**config.mk**
```make
export PLATFORM = sky130hd
export DESIGN_NAME = radiometer_pixel_screen_param_unit
export DESIGN_NICKNAME = d
export VERILOG_FILES = /design/src/hw/rtl/rps_pkg.sv /design/src/hw/rtl/rps_sqrt.sv /design/src/hw/rtl/radiometer_pixel_screen_param_unit.sv
export SDC_FILE = /design/constraint.sdc
export NUM_CORES = 2
export LEC_CHECK = 0
export ABC_AREA = 1
export BUFFER_PORTS_ARGS = -buffer_cell sky130_fd_sc_hd__buf_2
export CAP_MARGIN = 5
export CORE_ASPECT_RATIO = 1.75
export CORE_MARGIN = 2
export CORE_UTILIZATION = 55
export DETAILED_ROUTE_END_ITERATION = 6
export PLACE_DENSITY = 0.82
export SLEW_MARGIN = 20
export SYNTH_ARGS = -nofsm -noshare
export SYNTH_HDL_FRONTEND = slang
export SYNTH_SLANG_ARGS = --single-unit
export TNS_END_PERCENT = 5
```
**constraint.sdc**
```tcl
create_clock -name clk_i -period 12.34 [get_ports clk_i]
set_input_delay 1.234 -clock clk_i [delete_from_list [all_inputs] [get_ports clk_i]]
set_output_delay 1.234 -clock clk_i [all_outputs]
set_load 0.05 [all_outputs]
```
**src/hw/rtl/rps_pkg.sv**
```systemverilog
// rps_pkg: shared widths, register indexes and constants of the radiometer pixel screen
// used by rps_sqrt, radiometer_pixel_screen_param_unit and rps_chk
package rps_pkg;

  localparam int TempW   = 16;
  localparam int OpW     = TempW + 1;
  localparam int ProdW   = 2 * OpW;
  localparam int DiffW   = 30;
  localparam int RadW    = DiffW + 8;
  localparam int RootW   = RadW / 2;
  localparam int CountW  = 20;
  localparam int LimW    = 15;
  localparam int RatioW  = 10;
  localparam int CfgIdxW = 3;
  localparam int TotalW  = 20;

  localparam logic [OpW-1:0] RatioScale = OpW'(1000);

  localparam logic [CfgIdxW-1:0] CfgH37Min   = 3'd0;
  localparam logic [CfgIdxW-1:0] CfgV37Min   = 3'd1;
  localparam logic [CfgIdxW-1:0] CfgTempMax  = 3'd2;
  localparam logic [CfgIdxW-1:0] CfgRatio37  = 3'd3;
  localparam logic [CfgIdxW-1:0] CfgRatio22  = 3'd4;

  localparam logic [LimW-1:0]   H37MinRst  = 15'd1000;
  localparam logic [LimW-1:0]   V37MinRst  = 15'd1500;
  localparam logic [LimW-1:0]   TempMaxRst = 15'd2950;
  localparam logic [RatioW-1:0] Ratio37Rst = 10'd50;
  localparam logic [RatioW-1:0] Ratio22Rst = 10'd45;

endpackage

```
**src/hw/rtl/rps_sqrt.sv**
```systemverilog
// rps_sqrt: bit-serial integer square root, one result bit per cycle
// depends on rps_pkg
module rps_sqrt (
  input  logic                     clk_i,
  input  logic                     rst_ni,
  input  logic                     start_i,
  input  logic [rps_pkg::RadW-1:0] rad_i,
  output logic                     done_o,
  output logic [rps_pkg::RootW-1:0] root_o
);

  localparam int RemW = rps_pkg::RootW + 3;
  localparam int ItW  = $clog2(rps_pkg::RootW);

  logic                      busy_q;
  logic                      done_q;
  logic [ItW-1:0]            it_q;
  logic [rps_pkg::RadW-1:0]  rad_q;
  logic [RemW-1:0]           rem_q;
  logic [rps_pkg::RootW-1:0] root_q;
  logic [RemW-1:0]           rem_sh;
  logic [RemW-1:0]           trial;
  logic                      fits;

  assign rem_sh = {rem_q[RemW-3:0], rad_q[rps_pkg::RadW-1 -: 2]};
  assign trial  = RemW'({root_q, 2'b01});
  assign fits   = rem_sh >= trial;

  always_ff @(posedge clk_i or negedge rst_ni) begin
    if (!rst_ni) begin
      busy_q <= 1'b0;
      done_q <= 1'b0;
      it_q   <= '0;
    end else begin
      done_q <= 1'b0;
      if (start_i) begin
        busy_q <= 1'b1;
        it_q   <= '0;
      end else if (busy_q) begin
        if (it_q == ItW'(rps_pkg::RootW - 1)) begin
          busy_q <= 1'b0;
          done_q <= 1'b1;
        end
        it_q <= it_q + 1'b1;
      end
    end
  end

  always_ff @(posedge clk_i) begin
    if (start_i) begin
      rad_q  <= rad_i;
      rem_q  <= '0;
      root_q <= '0;
    end else if (busy_q) begin
      rad_q  <= {rad_q[rps_pkg::RadW-3:0], 2'b00};
      rem_q  <= fits ? rem_sh - trial : rem_sh;
      root_q <= {root_q[rps_pkg::RootW-2:0], fits};
    end
  end

  assign done_o = done_q;
  assign root_o = root_q;

endmodule

```
**src/hw/rtl/radiometer_pixel_screen_param_unit.sv**
```systemverilog
// radiometer_pixel_screen_param_unit: pixel screens, exact ratio tests and scaled root
// depends on rps_pkg and rps_sqrt
//
// channel   dir  handshake                    payload
// s_axis    in   s_axis_tvalid/s_axis_tready  tdata v19,v22,v37,h37; tuser first_pixel
// m_axis    out  m_axis_tvalid/m_axis_tready  tdata root_q4,reject_total; tuser rejected
// cfg       in   cfg_we_i                     cfg_idx_i, cfg_wdata_i
//
// an item runs five products through the one 17x17 multiplier; an item that passes
// then goes through the bit-serial root unit, while a rejected one skips it
// s_axis_tready is high only in idle; a waiting result stalls the next one, not the input
// reset restores the register defaults and clears the reject count
module radiometer_pixel_screen_param_unit (
  input  logic                        clk_i,
  input  logic                        rst_ni,
  input  logic                        s_axis_tvalid,
  output logic                        s_axis_tready,
  input  logic [63:0]                 s_axis_tdata,  // v19, v22, v37, h37
  input  logic                        s_axis_tuser,  // first_pixel
  output logic                        m_axis_tvalid,
  input  logic                        m_axis_tready,
  output logic [39:0]                 m_axis_tdata,  // root_q4, reject_total, zero pad
  output logic                        m_axis_tuser,  // rejected
  input  logic                        cfg_we_i,
  input  logic [rps_pkg::CfgIdxW-1:0] cfg_idx_i,
  input  logic [rps_pkg::LimW-1:0]    cfg_wdata_i
);

  typedef enum logic [7:0] {
    StIdle  = 8'b0000_0001,
    StR22N  = 8'b0000_0010,
    StR22D  = 8'b0000_0100,
    StR37N  = 8'b0000_1000,
    StR37D  = 8'b0001_0000,
    StDiff  = 8'b0010_0000,
    StRoot  = 8'b0100_0000,
    StDone  = 8'b1000_0000
  } state_e;

  localparam int TempW = rps_pkg::TempW;
  localparam int OpW   = rps_pkg::OpW;
  localparam int ProdW = rps_pkg::ProdW;

  state_e state_q, state_d;

  logic [rps_pkg::LimW-1:0]   h37_min_q, v37_min_q, temp_max_q;
  logic [rps_pkg::RatioW-1:0] ratio37_q, ratio22_q;

  logic signed [TempW-1:0] v19_q, v22_q, v37_q, h37_q;
  logic                    rej_q;
  logic signed [ProdW-1:0] lhs_q;
  logic [rps_pkg::CountW-1:0] cnt_q;
  logic [rps_pkg::CountW-1:0] cnt_inc;

  logic                        out_valid_q;
  logic                        out_rej_q;
  logic [rps_pkg::RootW-1:0]   out_root_q;
  logic [rps_pkg::TotalW-1:0]  out_total_q;

  logic signed [OpW-1:0]   mul_a, mul_b;
  logic signed [ProdW-1:0] prod;
  logic                    exceeds;
  logic                    window_rej;
  logic                    in_acc;
  logic                    out_free;
  logic                    sqrt_start;
  logic                    sqrt_done;
  logic [rps_pkg::RootW-1:0] sqrt_root;

  logic signed [OpW-1:0] v19_x, v22_x, v37_x, h37_x;

  assign v19_x = OpW'(v19_q);
  assign v22_x = OpW'(v22_q);
  assign v37_x = OpW'(v37_q);
  assign h37_x = OpW'(h37_q);

  assign in_acc   = s_axis_tvalid && s_axis_tready;
  assign out_free = !out_valid_q || m_axis_tready;

  // shared multiplier operand select
  always_comb begin
    mul_a = '0;
    mul_b = '0;
    unique case (state_q)
      StR22N: begin
        mul_a = v22_x - v19_x;
        mul_b = rps_pkg::RatioScale;
      end
      StR22D: begin
        mul_a = $signed(OpW'(ratio22_q));
        mul_b = v22_x + v19_x;
      end
      StR37N: begin
        mul_a = v37_x - v19_x;
        mul_b = rps_pkg::RatioScale;
      end
      StR37D: begin
        mul_a = $signed(OpW'(ratio37_q));
        mul_b = v37_x + v19_x;
      end
      StDiff: begin
        mul_a = v37_x - h37_x;
        mul_b = v37_x + h37_x;
      end
      default: begin
        mul_a = '0;
        mul_b = '0;
      end
    endcase
  end

  assign prod = mul_a * mul_b;

  // sense flips with a negative denominator; a zero one reduces to num > 0
  assign exceeds = mul_b[OpW-1] ? (lhs_q < prod) : (lhs_q > prod);

  assign window_rej = (h37_q > v37_q)
                   || (h37_q < $signed({1'b0, h37_min_q}))
                   || (v37_q < $signed({1'b0, v37_min_q}))
                   || (h37_q > $signed({1'b0, temp_max_q}))
                   || (v37_q > $signed({1'b0, temp_max_q}));

  assign sqrt_start = (state_q == StDiff) && !rej_q;
  assign cnt_inc    = (rej_q && (cnt_q != '1)) ? cnt_q + 1'b1 : cnt_q;

  rps_sqrt u_sqrt (
    .clk_i   (clk_i),
    .rst_ni  (rst_ni),
    .start_i (sqrt_start),
    .rad_i   ({prod[rps_pkg::DiffW-1:0], 8'h00}),
    .done_o  (sqrt_done),
    .root_o  (sqrt_root)
  );

  always_comb begin
    state_d = state_q;
    unique case (state_q)
      StIdle: if (in_acc) state_d = StR22N;
      StR22N: state_d = StR22D;
      StR22D: state_d = StR37N;
      StR37N: state_d = StR37D;
      StR37D: state_d = StDiff;
      StDiff: state_d = rej_q ? StDone : StRoot;
      StRoot: if (sqrt_done) state_d = StDone;
      StDone: if (out_free) state_d = StIdle;
      default: state_d = StIdle;
    endcase
  end

  always_ff @(posedge clk_i or negedge rst_ni) begin
    if (!rst_ni) begin
      state_q     <= StIdle;
      h37_min_q   <= rps_pkg::H37MinRst;
      v37_min_q   <= rps_pkg::V37MinRst;
      temp_max_q  <= rps_pkg::TempMaxRst;
      ratio37_q   <= rps_pkg::Ratio37Rst;
      ratio22_q   <= rps_pkg::Ratio22Rst;
      cnt_q       <= '0;
      out_valid_q <= 1'b0;
    end else begin
      state_q <= state_d;
      if (cfg_we_i) begin
        unique case (cfg_idx_i)
          rps_pkg::CfgH37Min:  h37_min_q  <= cfg_wdata_i;
          rps_pkg::CfgV37Min:  v37_min_q  <= cfg_wdata_i;
          rps_pkg::CfgTempMax: temp_max_q <= cfg_wdata_i;
          rps_pkg::CfgRatio37: ratio37_q  <= cfg_wdata_i[rps_pkg::RatioW-1:0];
          rps_pkg::CfgRatio22: ratio22_q  <= cfg_wdata_i[rps_pkg::RatioW-1:0];
          default: ;
        endcase
      end
      if (in_acc && s_axis_tuser) begin
        cnt_q <= '0;
      end else if ((state_q == StDone) && out_free) begin
        cnt_q <= cnt_inc;
      end
      if ((state_q == StDone) && out_free) begin
        out_valid_q <= 1'b1;
      end else if (m_axis_tready) begin
        out_valid_q <= 1'b0;
      end
    end
  end

  always_ff @(posedge clk_i) begin
    if (in_acc) begin
      v19_q <= s_axis_tdata[15:0];
      v22_q <= s_axis_tdata[31:16];
      v37_q <= s_axis_tdata[47:32];
      h37_q <= s_axis_tdata[63:48];
    end
    unique case (state_q)
      StR22N: begin
        rej_q <= window_rej;
        lhs_q <= prod;
      end
      StR22D: rej_q <= rej_q || exceeds;
      StR37N: lhs_q <= prod;
      StR37D: rej_q <= rej_q || exceeds;
      default: ;
    endcase
    if ((state_q == StDone) && out_free) begin
      out_rej_q   <= rej_q;
      out_root_q  <= rej_q ? '0 : sqrt_root;
      out_total_q <= cnt_inc[rps_pkg::TotalW-1:0];
    end
  end

  assign s_axis_tready = (state_q == StIdle);
  assign m_axis_tvalid = out_valid_q;
  assign m_axis_tuser  = out_rej_q;
  assign m_axis_tdata  = {1'b0, out_total_q, out_root_q};

endmodule

```
==> flow_summary.json <==
{
  "critical_path_required_ns": 12.69,
  "tightest_slew_ns": 1.13,
  "drt_wl_total_um": 74400,
  "setup_viol": 0,
  "drtPass1Iterations": 5,
  "cts_setup_buffers": 0,
  "final.fill_count": 4524,
  "overflow": 0,
  "reg2reg_depth": 61,
  "cts-buffers-inserted": 30,
  "vias": 23293,
  "cts_root_buf": "clkbuf_16",
  "cpPeakStageDelay_ns": 0.56,
  "initial_core_util_pct": 55.4,
  "netlist_instances": 3462,
  "relSlewSlack_pct": 24.4,
  "die_area_um2": 55400,
  "seq_area_frac_synth_pct": 28.6,
  "status": "complete, no violations",
  "first_global_vias": 25132,
  "critPathMostFrequentCell": "nand2_1",
  "io_buffers": 129,
  "num_antenna_cells": 0,
  "fin_crit_sh_pct": 91.8,
  "cts_tree": "built",
  "globalplace.congestion": 1.03,
  "io_pins": 131,
  "yosysTopAreaCellShare_pct": 20.5,
  "grt_max_degree": 77,
  "fin_tns_setup_ns": 0,
  "via_per_inst": 5.46,
  "synthArstFlopShare_pct": 32.7,
  "startpoint_type": "register",
  "rsz0062_at_grt": "no",
  "final_nets": 4213,
  "num_rows": 112,
  "fmax_mhz": 88.3,
  "hold_buffers": 0,
  "antenna_found_initial": 0,
  "die_w_um": 179,
  "crit_fanout": 15,
  "yosysMostFrequentCell": "inv_1",
  "fin_crit_ns": 11.33,
  "synth.top_cells.by_area": "fa_1, edfxtp_1, ha_1",
  "cpMaxStageDelayCell": "fa_1",
  "detail-route-antenna-nets": 0,
  "yosys-top-cells-count": "inv_1, nand2_1, fa_1",
  "yosys_warnings": 0,
  "ys_ff_latch": 309,
  "yosys.area.top_type": "fa_1",
  "synth_cell_types": 68,
  "clk-insertion-delay-late_ns": 0.62,
  "drt_iter0_drc": 1231,
  "crit_path_end_kind": "register",
  "worstHoldPathCells": 2,
  "grt.total_usage_pct": 27.9,
  "clockBufferDepth": 3,
  "p_switching_mw": 2.19,
  "internal_power_mw": 2.68,
  "drive_above_1_share_pct": 8.31,
  "netSwitchingFraction_pct": 44.9,
  "clkPwrFrac_pct": 19.5,
  "grt_pass1_wl_um": 121000,
  "post_cts_resized": 0,
  "htreeDepth": 1,
  "synth_area_per_cell_um2": 8.49,
  "die_h_um": 310,
  "finalHoldViolCount": 0,
  "cts.sinks": 309,
  "core_area_um2": 53100,
  "power_density_nw_per_um2": 154,
  "path_class": "reg2reg",
  "min_path_type": "reg2reg",
  "fin_util_pct": 59.6,
  "routedWlPerCell_um": 17.4,
  "syn_nets": 4115,
  "crit_arrival_ns": 11.68,
  "drc_errors": 0,
  "dp_hpwl_um": 60300,
  "synth-edff-count": 169,
  "netlist_area_um2": 29400,
  "power_mw": 4.87,
  "finalMaxSlewViolations": 0,
  "peakVddDrop_mv": 0.150,
  "clkSlewWorstSetupHoldPaths_ns": 0.07,
  "cap_violations": 0,
  "pwr-share-comb_pct": 50.3,
  "seq_power_share_pct": 30.2,
  "area_growth_pct": 7.65,
  "finalClockSkew_ns": 0.0387,
  "leakagePower_nw": 16.2,
  "ys.flop_type": "edfxtp_1"
}
## flip-flops by register name (all words and copies together) (netlist names), 5 cells and up
signal and flops:
cnt_q 20, h37_min_q 15, h37_q 16, lhs_q 34, out_root_q 19, out_total_q 20
ratio22_q 10, ratio37_q 10, state_q 8, temp_max_q 15, u_sqrt.it_q 5, u_sqrt.rad_q 30
u_sqrt.rem_q 20, u_sqrt.root_o 19, v19_q 16, v22_q 16, v37_min_q 15, v37_q 16
## worst paths after layout
path | startpoint | endpoint | slack (ns)
worst max-delay path | state_q[1]$_DFFE_PN0P_ | rej_q$_DFFE_PP_ | 1.01
worst min-delay path | ratio37_q[6]$_DFFE_PN0P_ | ratio37_q[6]$_DFFE_PN0P_ | 0.48
worst max register to register | state_q[1]$_DFFE_PN0P_ | rej_q$_DFFE_PP_ | 1.01
worst min register to register | ratio37_q[6]$_DFFE_PN0P_ | ratio37_q[6]$_DFFE_PN0P_ | 0.48
max in group asynchronous | rst_ni | v37_min_q[13]$_DFFE_PN0P_ | 10.55
min in group asynchronous | rst_ni | ratio37_q[3]$_DFFE_PN0P_ | 0.67
## final cells by class
type | count | area [um2] | area share [%]
multi-input combinational | 2307 | 17700 | 56.0
sequential | 309 | 8420 | 26.6
inverter | 771 | 2900 | 9.15
clock buffer | 47 | 877 | 2.77
tap | 684 | 856 | 2.70
timing repair buffer | 141 | 742 | 2.34
clock inverter | 9 | 130 | 0.411
## metrics by stage
stage                     instances  area [um2]  hold slack (ns)  setup WS (ns)
after global routing           4268       31600            0.500         0.0734
after floorplan                3462       29400            0.448           2.57
final                          4268       31600            0.485           1.01
after global placement         4212       30600            0.462          0.887
after CTS                      4268       31600            0.488          0.644
after detailed placement       4212       30600            0.474          0.731
## power groups by stage
stage,Combinational (mW),Sequential (mW),Clock [mW]
finish,2.45,1.47,0.949
global route,2.76,1.49,1.00
CTS,2.42,1.47,0.964
detailed placement,2.41,1.49,0
global placement,2.33,1.48,0
floorplan,1.79,1.44,0
## kinds of logic after synthesis
kind of cell,Yosys count,synth area share (%)
DFF,309,28.6
buffers and inverters,846,11.2
and+or+nand+nor,1189,16.9
adders and majority gates,565,31.7
xor gates and xnor gates,73,2.17
AOI/OAI and AO/OA,479,9.36
other,1,0.0128
## per-layer routing
layer	vias to the layer above	GRT usage (%)	part of all wire [%]
li1	11090	-	-
met1	11172	27.9	34
met2	721	51.8	52
met3	310	2.92	3.9
met4	0	22.3	9.3
met5	-	0	0
## worst max-delay path: cells and delay by family (launching register included)
| kind | cells | cell delay (ns) |
|---|---|---|
| AOI/OAI and AO/OA | 9 | 1.59 |
| xor gates and xnor gates | 1 | 0.23 |
| adders and majority gates | 10 | 4.34 |
| buffers and inverters | 11 | 1.06 |
| DFF | 1 | 0.42 |
| and+or+nand+nor | 30 | 3.37 |
## cell usage in the layout, fill, tap and decap left out, types with 5 or more instances in the layout
cell and count:
nand2_1 724, o21ai_2 6, ha_1 264, nor3_2 5
nand2_2 7, nor2_2 5, clkbuf_16 32, inv_2 24
a21o_1 6, o22ai_1 32, buf_2 128, a21oi_1 144
o211ai_1 15, o21bai_1 12, a211oi_1 6, dfstp_2 27
nand3_1 121, edfxtp_1 169, inv_1 746, a31oi_1 9
fa_1 301, nor3_1 28, dfxtp_1 39, buf_4 12
a22o_1 8, xnor2_1 24, or2_2 12, o21ai_1 32
o21ai_0 171, nand3_2 5, dfrtp_1 74, nand4_1 17
nor2_1 238, xor2_1 49, clkbuf_1 13
Note: power is estimated with default switching activity, not from simulation.
